`src/rtl/core/gain_frame_receiver_macros.svh`:
```
// Assertion macros shared by the gain frame receiver RTL.
`ifndef GAIN_FRAME_RECEIVER_MACROS_SVH
`define GAIN_FRAME_RECEIVER_MACROS_SVH

// Same-cycle implication, checked out of reset.
`define GFR_ASSERT_NOW(lbl, ante, cons, msg) \
  lbl: assert property (@(posedge clk) disable iff (!rst_n) (ante) |-> (cons)) \
    else $error(msg);

// Next-cycle implication, checked out of reset.
`define GFR_ASSERT_NEXT(lbl, ante, cons, msg) \
  lbl: assert property (@(posedge clk) disable iff (!rst_n) (ante) |=> (cons)) \
    else $error(msg);

`endif

```
`src/rtl/core/gfr_pkg.sv`:
```
// Constants of the gain frame receiver.
package gfr_pkg;

  localparam int unsigned FRAME_LEN = 23;
  localparam int unsigned ADDR_W    = $clog2(FRAME_LEN);

  localparam logic [ADDR_W-1:0] SUM_POS   = ADDR_W'(22);
  localparam logic [ADDR_W-1:0] HEAD_POS  = ADDR_W'(1);
  localparam logic [ADDR_W-1:0] CODE_POS  = ADDR_W'(2);
  localparam logic [ADDR_W-1:0] WORD_BASE = ADDR_W'(4);

  localparam logic [7:0] SYNC_BYTE = 8'hAA;
  localparam logic [7:0] HEAD_BYTE = 8'hAF;
  localparam logic [7:0] CODE_ATT  = 8'h10;
  localparam logic [7:0] CODE_HGT  = 8'h11;
  localparam logic [7:0] ACK_ID    = 8'hEF;
  localparam logic [7:0] ACK_LEN   = 8'h02;

  // Sum of the four fixed leading bytes of the acknowledge frame, mod 256.
  localparam logic [7:0] ACK_SEED  = 8'(SYNC_BYTE + SYNC_BYTE + ACK_ID + ACK_LEN);

  // Index of the last gain word for each group.
  localparam logic [3:0] LAST_WORD_ATT = 4'd8;
  localparam logic [3:0] LAST_WORD_HGT = 4'd7;

  localparam logic [2:0] ACK_LAST = 3'd6;

endpackage

```
`src/rtl/core/gfr_ram.sv`:
```
// Generic single-write, single-read RAM with registered read data.
module gfr_ram #(
  parameter int unsigned WIDTH = 8,
  parameter int unsigned DEPTH = 23
) (
  input  logic                     clk,
  input  logic                     we,
  input  logic [$clog2(DEPTH)-1:0] waddr,
  input  logic [WIDTH-1:0]         wdata,
  input  logic [$clog2(DEPTH)-1:0] raddr,
  output logic [WIDTH-1:0]         rdata
);

  logic [WIDTH-1:0] mem [DEPTH];

  always_ff @(posedge clk) begin
    if (we) begin
      mem[waddr] <= wdata;
    end
    rdata <= mem[raddr];
  end

endmodule

```
`src/rtl/core/gain_frame_receiver.sv`:
```
// Gain frame receiver: 23-byte frame collector, checker and gain/ack emitter.
// Bytes are taken one per cycle while a frame is being collected.
// A good frame end stalls the input while its results are emitted: each gain word
// passes S_HI, S_LO and S_OUT (two frame memory reads, then load), then each ack
// byte is emitted from S_ACK, for code 0x10 or 0x11; output stalls stretch this.
// Reset clears the control state to hunting; the frame memory is not cleared.
`include "gain_frame_receiver_macros.svh"

module gain_frame_receiver (
  input  logic        clk,
  input  logic        rst_n,
  input  logic        in_valid,
  output logic        in_stall,
  input  logic [7:0]  in_rx_byte,
  output logic        out_valid,
  input  logic        out_stall,
  output logic        out_kind,
  output logic        out_gain_group,
  output logic [3:0]  out_word_index,
  output logic [15:0] out_word_value,
  output logic [7:0]  out_ack_byte,
  output logic        out_last
);

  typedef enum logic [2:0] {S_RX, S_HI, S_LO, S_OUT, S_ACK} state_t;

  state_t                          state_r, state_nxt;
  logic [gfr_pkg::ADDR_W-1:0]      pos_r, pos_nxt;
  logic [7:0]                      sum_r, sum_nxt;
  logic                            head_ok_r, head_ok_nxt;
  logic [7:0]                      code_r, code_nxt;
  logic [3:0]                      word_r, word_nxt;
  logic [2:0]                      ack_r, ack_nxt;
  logic [7:0]                      hi_r, hi_nxt;

  logic                            out_valid_r, out_valid_nxt;
  logic                            kind_r, kind_nxt;
  logic                            group_r, group_nxt;
  logic [3:0]                      index_r, index_nxt;
  logic [15:0]                     value_r, value_nxt;
  logic [7:0]                      ackb_r, ackb_nxt;
  logic                            last_r, last_nxt;

  logic                            in_acc;
  logic                            out_free;
  logic                            code_ok;
  logic                            group;
  logic [3:0]                      last_word;
  logic [7:0]                      ack_chk;
  logic [7:0]                      ack_sel;
  logic [gfr_pkg::ADDR_W-1:0]      raddr;
  logic [7:0]                      rdata;

  assign in_stall = (state_r != S_RX);
  assign in_acc   = in_valid && (state_r == S_RX);
  assign out_free = !out_valid_r || !out_stall;

  assign code_ok   = (code_r == gfr_pkg::CODE_ATT) || (code_r == gfr_pkg::CODE_HGT);
  assign group     = (code_r == gfr_pkg::CODE_HGT);
  assign last_word = group ? gfr_pkg::LAST_WORD_HGT : gfr_pkg::LAST_WORD_ATT;
  assign ack_chk   = gfr_pkg::ACK_SEED + code_r + sum_r;

  // High byte of word w sits at 4+2w, low byte right after it.
  assign raddr = gfr_pkg::WORD_BASE + {word_r, 1'b0}
               + gfr_pkg::ADDR_W'(state_r != S_HI);

  gfr_ram #(
    .WIDTH (8),
    .DEPTH (gfr_pkg::FRAME_LEN)
  ) u_frame_ram (
    .clk   (clk),
    .we    (in_acc),
    .waddr (pos_r),
    .wdata (in_rx_byte),
    .raddr (raddr),
    .rdata (rdata)
  );

  always_comb begin
    case (ack_r)
      3'd0, 3'd1: ack_sel = gfr_pkg::SYNC_BYTE;
      3'd2:       ack_sel = gfr_pkg::ACK_ID;
      3'd3:       ack_sel = gfr_pkg::ACK_LEN;
      3'd4:       ack_sel = code_r;
      3'd5:       ack_sel = sum_r;
      default:    ack_sel = ack_chk;
    endcase
  end

  always_comb begin
    state_nxt     = state_r;
    pos_nxt       = pos_r;
    sum_nxt       = sum_r;
    head_ok_nxt   = head_ok_r;
    code_nxt      = code_r;
    word_nxt      = word_r;
    ack_nxt       = ack_r;
    hi_nxt        = hi_r;
    out_valid_nxt = out_valid_r && out_stall;
    kind_nxt      = kind_r;
    group_nxt     = group_r;
    index_nxt     = index_r;
    value_nxt     = value_r;
    ackb_nxt      = ackb_r;
    last_nxt      = last_r;

    case (state_r)
      S_RX: begin
        if (in_acc) begin
          if (pos_r == '0) begin
            if (in_rx_byte == gfr_pkg::SYNC_BYTE) begin
              sum_nxt = in_rx_byte;
              pos_nxt = gfr_pkg::ADDR_W'(1);
            end else begin
              sum_nxt = '0;
            end
          end else if (pos_r == gfr_pkg::SUM_POS) begin
            // Frame end: the checksum byte itself is compared, not stored in the sum.
            pos_nxt  = '0;
            word_nxt = '0;
            ack_nxt  = '0;
            if ((sum_r == in_rx_byte) && head_ok_r && code_ok) begin
              state_nxt = S_HI;
            end
          end else begin
            sum_nxt = sum_r + in_rx_byte;
            pos_nxt = pos_r + gfr_pkg::ADDR_W'(1);
            if (pos_r == gfr_pkg::HEAD_POS) begin
              head_ok_nxt = (in_rx_byte == gfr_pkg::HEAD_BYTE);
            end
            if (pos_r == gfr_pkg::CODE_POS) begin
              code_nxt = in_rx_byte;
            end
          end
        end
      end
      S_HI: begin
        state_nxt = S_LO;
      end
      S_LO: begin
        hi_nxt    = rdata;
        state_nxt = S_OUT;
      end
      S_OUT: begin
        // The read address holds here, so the low byte stays put while stalled.
        if (out_free) begin
          out_valid_nxt = 1'b1;
          kind_nxt      = 1'b0;
          group_nxt     = group;
          index_nxt     = word_r;
          value_nxt     = {hi_r, rdata};
          ackb_nxt      = '0;
          last_nxt      = 1'b0;
          word_nxt      = word_r + 4'd1;
          state_nxt     = (word_r == last_word) ? S_ACK : S_HI;
        end
      end
      S_ACK: begin
        if (out_free) begin
          out_valid_nxt = 1'b1;
          kind_nxt      = 1'b1;
          group_nxt     = group;
          index_nxt     = '0;
          value_nxt     = '0;
          ackb_nxt      = ack_sel;
          last_nxt      = (ack_r == gfr_pkg::ACK_LAST);
          ack_nxt       = ack_r + 3'd1;
          if (ack_r == gfr_pkg::ACK_LAST) begin
            state_nxt = S_RX;
          end
        end
      end
      default: begin
        state_nxt = S_RX;
      end
    endcase
  end

  always_ff @(posedge clk) begin
    if (!rst_n) begin
      state_r     <= S_RX;
      pos_r       <= '0;
      sum_r       <= '0;
      head_ok_r   <= 1'b0;
      word_r      <= '0;
      ack_r       <= '0;
      out_valid_r <= 1'b0;
    end else begin
      state_r     <= state_nxt;
      pos_r       <= pos_nxt;
      sum_r       <= sum_nxt;
      head_ok_r   <= head_ok_nxt;
      word_r      <= word_nxt;
      ack_r       <= ack_nxt;
      out_valid_r <= out_valid_nxt;
    end
    code_r  <= code_nxt;
    hi_r    <= hi_nxt;
    kind_r  <= kind_nxt;
    group_r <= group_nxt;
    index_r <= index_nxt;
    value_r <= value_nxt;
    ackb_r  <= ackb_nxt;
    last_r  <= last_nxt;
  end

  assign out_valid      = out_valid_r;
  assign out_kind       = kind_r;
  assign out_gain_group = group_r;
  assign out_word_index = index_r;
  assign out_word_value = value_r;
  assign out_ack_byte   = ackb_r;
  assign out_last       = last_r;

  `GFR_ASSERT_NOW(a_last_on_ack, out_valid_r && last_r, kind_r, "last flag on a gain word")
  `GFR_ASSERT_NOW(a_word_range, out_valid_r && !kind_r, index_r <= gfr_pkg::LAST_WORD_ATT,
                  "gain word index out of range")
  `GFR_ASSERT_NEXT(a_frame_end, in_acc && (pos_r == gfr_pkg::SUM_POS), pos_r == '0,
                   "byte position not back to hunting after frame end")
  `GFR_ASSERT_NOW(a_ack_clean, out_valid_r && kind_r, (value_r == '0) && (index_r == '0),
                  "ack item carries word fields")

endmodule
```
`config.mk`:
```
export PLATFORM = sky130hd
export DESIGN_NAME = gain_frame_receiver
export DESIGN_NICKNAME = d
export VERILOG_FILES = /design/src/rtl/core/gfr_pkg.sv /design/src/rtl/core/gfr_ram.sv /design/src/rtl/core/gain_frame_receiver.sv
export VERILOG_INCLUDE_DIRS = /design/src /design/src/rtl/core
export SDC_FILE = /design/constraint.sdc
export NUM_CORES = 1
export LEC_CHECK = 0
export ABC_CLOCK_PERIOD_IN_PS = 3000
export BUFFER_PORTS_ARGS = -buffer_cell sky130_fd_sc_hd__clkbuf_2
export CAP_MARGIN = 0
export CELL_PAD_IN_SITES_DETAIL_PLACEMENT = 1
export CELL_PAD_IN_SITES_GLOBAL_PLACEMENT = 1
export CORE_AREA = 2 2 161 163
export DETAILED_ROUTE_END_ITERATION = 10
export DIE_AREA = 0 0 163 165
export PLACE_DENSITY_LB_ADDON = 0.15
export SLEW_MARGIN = 20
export SYNTH_ARGS = -nofsm -noshare
export SYNTH_HDL_FRONTEND = slang
export SYNTH_SLANG_ARGS = --single-unit
```
`constraint.sdc`:
```
create_clock -name clk -period 3 [get_ports clk]
set_input_delay 0.3 -clock clk [delete_from_list [all_inputs] [get_ports clk]]
set_output_delay 0.3 -clock clk [all_outputs]
set_load 0.02 [all_outputs]
```
# == Word level (Yosys, flattened, before mapping) ==
# Memories as Yosys holds them, arrays and structs flattened. A register that Yosys moved wholly into a read port is not among the register bits.
# Index checks and enable logic that the tools add are counted.
# word_totals
reg_bits,72
mem_bits_rw,184
output_inout_bits,33
wordCells,126
n_memories,1
# mem_list
memory,depth,word_bits,read_ports,rd_clocked_by_memory_dff,write_ports,line_no,rtl
u_frame_ram.mem,23,8,1,1,1,gfr_ram.sv:14,logic [WIDTH-1:0] mem [DEPTH];
# classes
add_sub_neg,8
eq_ne,29
muxes,45
n_bitwise,2
reduce_logical,26
# op_table
cell,n
$mux W8,5
$pmux W8 S5,1
$mux W3,12
$mux W16,2
$pmux W16 S2,1
$mux W4,7
$reduce_and A5 Y1,4
$add A8 B8 Y8,2
$eq A8 B5 Y1 const B,2
$eq A8 B8 Y1 const B,2
$pmux W4 S2,2
$pmux W8 S2,1
$mux W5,3
$pmux W3 S5,1
$eq A3 B2 Y1 const B,4
$eq A3 B3 Y1 const B,4
$ne A2 B2 Y1 const B,6
$reduce_and A3 Y1,3
$add A7 B8 Y8 const A,1
$eq A8 B8 Y1,1
$mux W1,7
$reduce_and A7 Y1,1
$eq A3 B1 Y1 const B,2
$logic_not A3 Y1,2
other kinds (22),34

# == Logic depth before layout (Yosys ltp) ==
# logic_depth
depth_word,8
ltp_mapped,12
depth_no_buf,12

# == Hierarchy ==
# A second synthesis with hierarchy kept.
# hier_totals
hier_cells,799
hier_area_um2,11442.2
# by_module_without_submodules
module,n_inst,cells_each,area_per_inst_um2,seq_area_each_um2
gfr_ram,1,419,7462.2,5685.5
gain_frame_receiver,1,380,3980.1,1911.8

# == Worst setup path after synthesis ==
# Ideal clock, no wire load.
# synth_timing
path_kind,reg-to-reg
start,reg state_r[0]
end,"reg ackb_r[0] (netlist: out_ack_byte[0]), enable pin"
setup_time_ns,0.427
arrival_time_ns,2.506
t_required_ns,2.573
setup_slack_ns,0.066
path_stages_with_launch,7
path_buffers,1
synth_period_minus_slack_ns,2.934
path_cell_list,dfxtp_1 clkbuf_1 nor2_1 nand2_1 inv_1 nor2_1 a21oi_1
# synth_between
elab_chain_len,3
word_cells_on_any_way,6
classes_between,eq/ne: 4; reduce/logical: 2
# synth_lines
element,line_no,rtl
from (decl),gain_frame_receiver.sv:27,"state_t state_r, state_nxt;"
from (signal assigned),gain_frame_receiver.sv:189,state_r <= state_nxt;
$eq A3 B2 Y1 or $eq A3 B3 Y1 (tied branches),gain_frame_receiver.sv:107,case (state_r)
$ne A2 B2 Y1 (no line) or $reduce_bool A2 Y1 (tied branches),--,
$reduce_and A3 Y1 (no line) *,--,
to (signal assigned),gain_frame_receiver.sv:203,ackb_r <= ackb_nxt;
to (decl),gain_frame_receiver.sv:41,"logic [7:0] ackb_r, ackb_nxt;"
# Mark *: on every way between the ends. The rest lies on a longest branch, timed or not.
# A chain may end at the register's enable or synchronous reset.

# == Worst setup path after layout ==
# layout_timing
start,reg state_r[1]
end,"reg u_frame_ram.rdata[1], read port of u_frame_ram.mem"
# layout_between
elab_chain_len,2
# layout_lines
element,line_no,rtl
$ne A3 B1 Y1,gain_frame_receiver.sv:65,+ gfr_pkg::ADDR_W'(state_r != S_HI);
$add A5 B1 Y5,gain_frame_receiver.sv:65,
to (decl),gfr_ram.sv:11,output logic [WIDTH-1:0] rdata
# No other way between the ends.

==> impl_metrics.yaml <==
timing:
  setup_tns_ps: 0
  hold_viol: 0
  rsz0062_at_grt: "false"
  tightestPinTransition_ps: 781
  slew_headroom: 0.479
  setup_violations: 0
  setup_slack_ps: 515
  final.setup_skew_ps: 12.3
  max_freq_ghz: 0.402
  finalCritPeriodShare: 0.828
  period_needed_ps: 2490
  slew_violations: 0
grt:
  grt_pass1_vias: 6975
  track_usage: 0.213
  antenna_found_initial: 0
  grt_max_degree: 49
  grt_pass1_wl_um: 42400
  grt-ovfl-total: 0
clocking:
  htreeDepth: 1
  clockBufferDepth: 3
  cts.hold.buffers_added: 0
  post_cts_buffers: 0
  root_buffer: "clkbuf_16"
  cts_tree: "built"
  post_cts_resized: 0
  clk_pin_slew_worst_paths_ps: 60
  cts.sink_count: 264
  clkLatencyLatePin_ps: 540
  numCtsBuffers: 28
power:
  ir_worst_vdd_mv: 0.475
  p_leak_uw: 0.00451
  p_seq_frac: 0.550
  clock_power_share: 0.434
  combinationalPowerShare: 0.017
  power_uw: 7260
  switching_power_uw: 1490
  powerDensity_mw_per_mm2: 560
  power.internal_uw: 5770
  swShare: 0.205
finish:
  n_antenna_cell: 0
  final.fill_count: 2422
  area_growth_pct: 15.5
  layout-drive-gt1-share: 0.226
  design_area_mm2: 0.0130
  final_core_utilization: 0.518
  finalNetCount: 863
  final_cell_mix: "231 x edfxtp_1, 57 x nor2_1, 52 x buf_4, 48 x nand2_1"
  layout_commonest_cell: "edfxtp_1"
placement:
  hpwl_um: 19200
  dpl-instance-area_mm2: 0.0121
  place_congestion: 0.842
  io_buffers: 44
  dp_slack_ps: 508
yosys:
  ys_warn_count: 0
  syn-num-nets: 767
  syn_area_mm2: 0.0112
  avgSynthCellArea_um2: 15.5
  synth-async-reset-ratio: 0
  ys_seq_elements: 264
  synth_edf_count: 231
  synth_seq_area_share: 0.677
  synth.distinct_cells: 59
  synth_ff_type: "edfxtp_1"
  synthCells: 723
routing:
  drt_iter0_markers: 495
  ant_nets: 0
  routed_via_density: 5.66
  vias: 6625
  drc: 0
  first_pass_iters: 4
  wl_um: 27800
  wire_per_inst_um: 23.8
setup_path:
  start_kind: "register"
  cp.required_ps: 3410
  endpoint_kind: "register"
  cp.arrival_ps: 2900
  crit_type: "register to register"
  crit_path_max_fanout: 48
floorplan:
  pin_count: 45
  dieArea_mm2: 0.0269
  start_util: 0.449
  die_y_um: 165
  rows: 58
  core-area_mm2: 0.0250
  dieWidth_um: 163
flow_run:
  cap_violations: 0
status:
  status: "complete, no violations"
min_path:
  hold_class: "input pin to register"
-- final timing paths --
| kind | start | slack, ps | endpoint | depth (start not counted) |
|---|---|---|---|---|
| worst max-delay path | state_r[1] | 510 | u_frame_ram.rdata[1] | 6 |
| worst min-delay path | out_stall | 140 | out_gain_group | 2 |
| worst max register to register | state_r[1] | 510 | u_frame_ram.rdata[1] | 6 |
| worst min register to register | u_frame_ram.rdata[1] | 430 | hi_r[1] | 0 |
-- cell usage after synthesis, types with 5 or more instances --
| cell type | instances | share of area |
|---|---|---|
| a211oi_1 | 8 | 0.0053 |
| edfxtp_1 | 231 | 0.62 |
| and2_1 | 24 | 0.013 |
| a21oi_1 | 24 | 0.011 |
| mux4_2 | 44 | 0.088 |
| mux2i_1 | 13 | 0.012 |
| clkbuf_1 | 18 | 0.0060 |
| buf_2 | 5 | 0.0022 |
| inv_1 | 23 | 0.0077 |
| ha_1 | 30 | 0.033 |
| nand2_1 | 48 | 0.016 |
| o21ai_0 | 20 | 0.0089 |
| xnor2_1 | 10 | 0.0078 |
| a31oi_1 | 9 | 0.0050 |
| xor2_1 | 10 | 0.0078 |
| nand3_1 | 18 | 0.0080 |
| nor2b_1 | 11 | 0.0061 |
| nor2_1 | 57 | 0.019 |
| o21ai_1 | 5 | 0.0022 |
| nor3_1 | 5 | 0.0022 |
| a21boi_0 | 5 | 0.0033 |
| dfxtp_1 | 33 | 0.059 |
-- critical path, cell delays in order (launching register included) --
cell     delay (ps)
dfxtp_1         440
nor3b_4         260
buf_12          350
mux4_2          570
mux4_2          470
nand2_1         130
o21ai_1          90
-- metal layers --
metal	share of wire	GRT usage	vias to the layer above
met5	0	0	-
met4	0.026	0.0571	0
met3	0.041	0.0311	45
li1	-	-	2973
met1	0.45	0.290	3428
met2	0.49	0.360	179
-- logic make-up (layout without fill, tap and decap cells) --
logic type | count (synthesis) | count (layout) | synth area share
AO/OA/AOI/OAI | 94 | 94 | 0.0536
XOR/XNOR | 20 | 20 | 0.0156
adder cells (fa/ha/maj) | 32 | 32 | 0.0370
buffers and inverters | 55 | 173 | 0.0223
flip-flops | 264 | 264 | 0.677
multiplexers | 59 | 59 | 0.103
AND/OR/NAND/NOR | 199 | 199 | 0.0918
-- power by group through the flow --
stage	registers [µW]	clock network (µW)	logic [µW]
final	3990	3150	122
after global placement	4070	0	118
after CTS	3990	3210	126
after detailed placement	4070	0	126
after global routing	3990	3350	136
after floorplan	4070	0	34.2
-- per-stage QoR --
step / hold WS, ps / instances
finish: 136 / 1171
global route: 147 / 1171
CTS: 123 / 1171
detailed placement: 416 / 1119
global placement: 428 / 1119
floorplan: 399 / 723
-- layout make-up --
| type | instances | area, µm² | share of cell area |
|---|---|---|---|
| Clock buffer | 33 | 741 | 0.0571 |
| Clock inverter | 19 | 93.8 | 0.00724 |
| Inverter | 23 | 86.3 | 0.00666 |
| Multi-Input combinational cell | 404 | 3390 | 0.261 |
| Sequential cell | 264 | 7600 | 0.586 |
| Tap cell | 330 | 413 | 0.0318 |
| Timing Repair Buffer | 98 | 651 | 0.0502 |
-- flip-flops by register name (all words and copies together) (netlist names) --
name	cells
word_r	4
ack_r	3
head_ok_r	1
u_frame_ram.mem	184
code_r	8
out_word_index	4
out_last	1
sum_r	8
out_gain_group	1
state_r	3
out_ack_byte	8
out_valid	1
u_frame_ram.rdata	8
out_kind	1
pos_r	5
out_word_value	16
hi_r	8
Power figures use the tool's default switching activity.
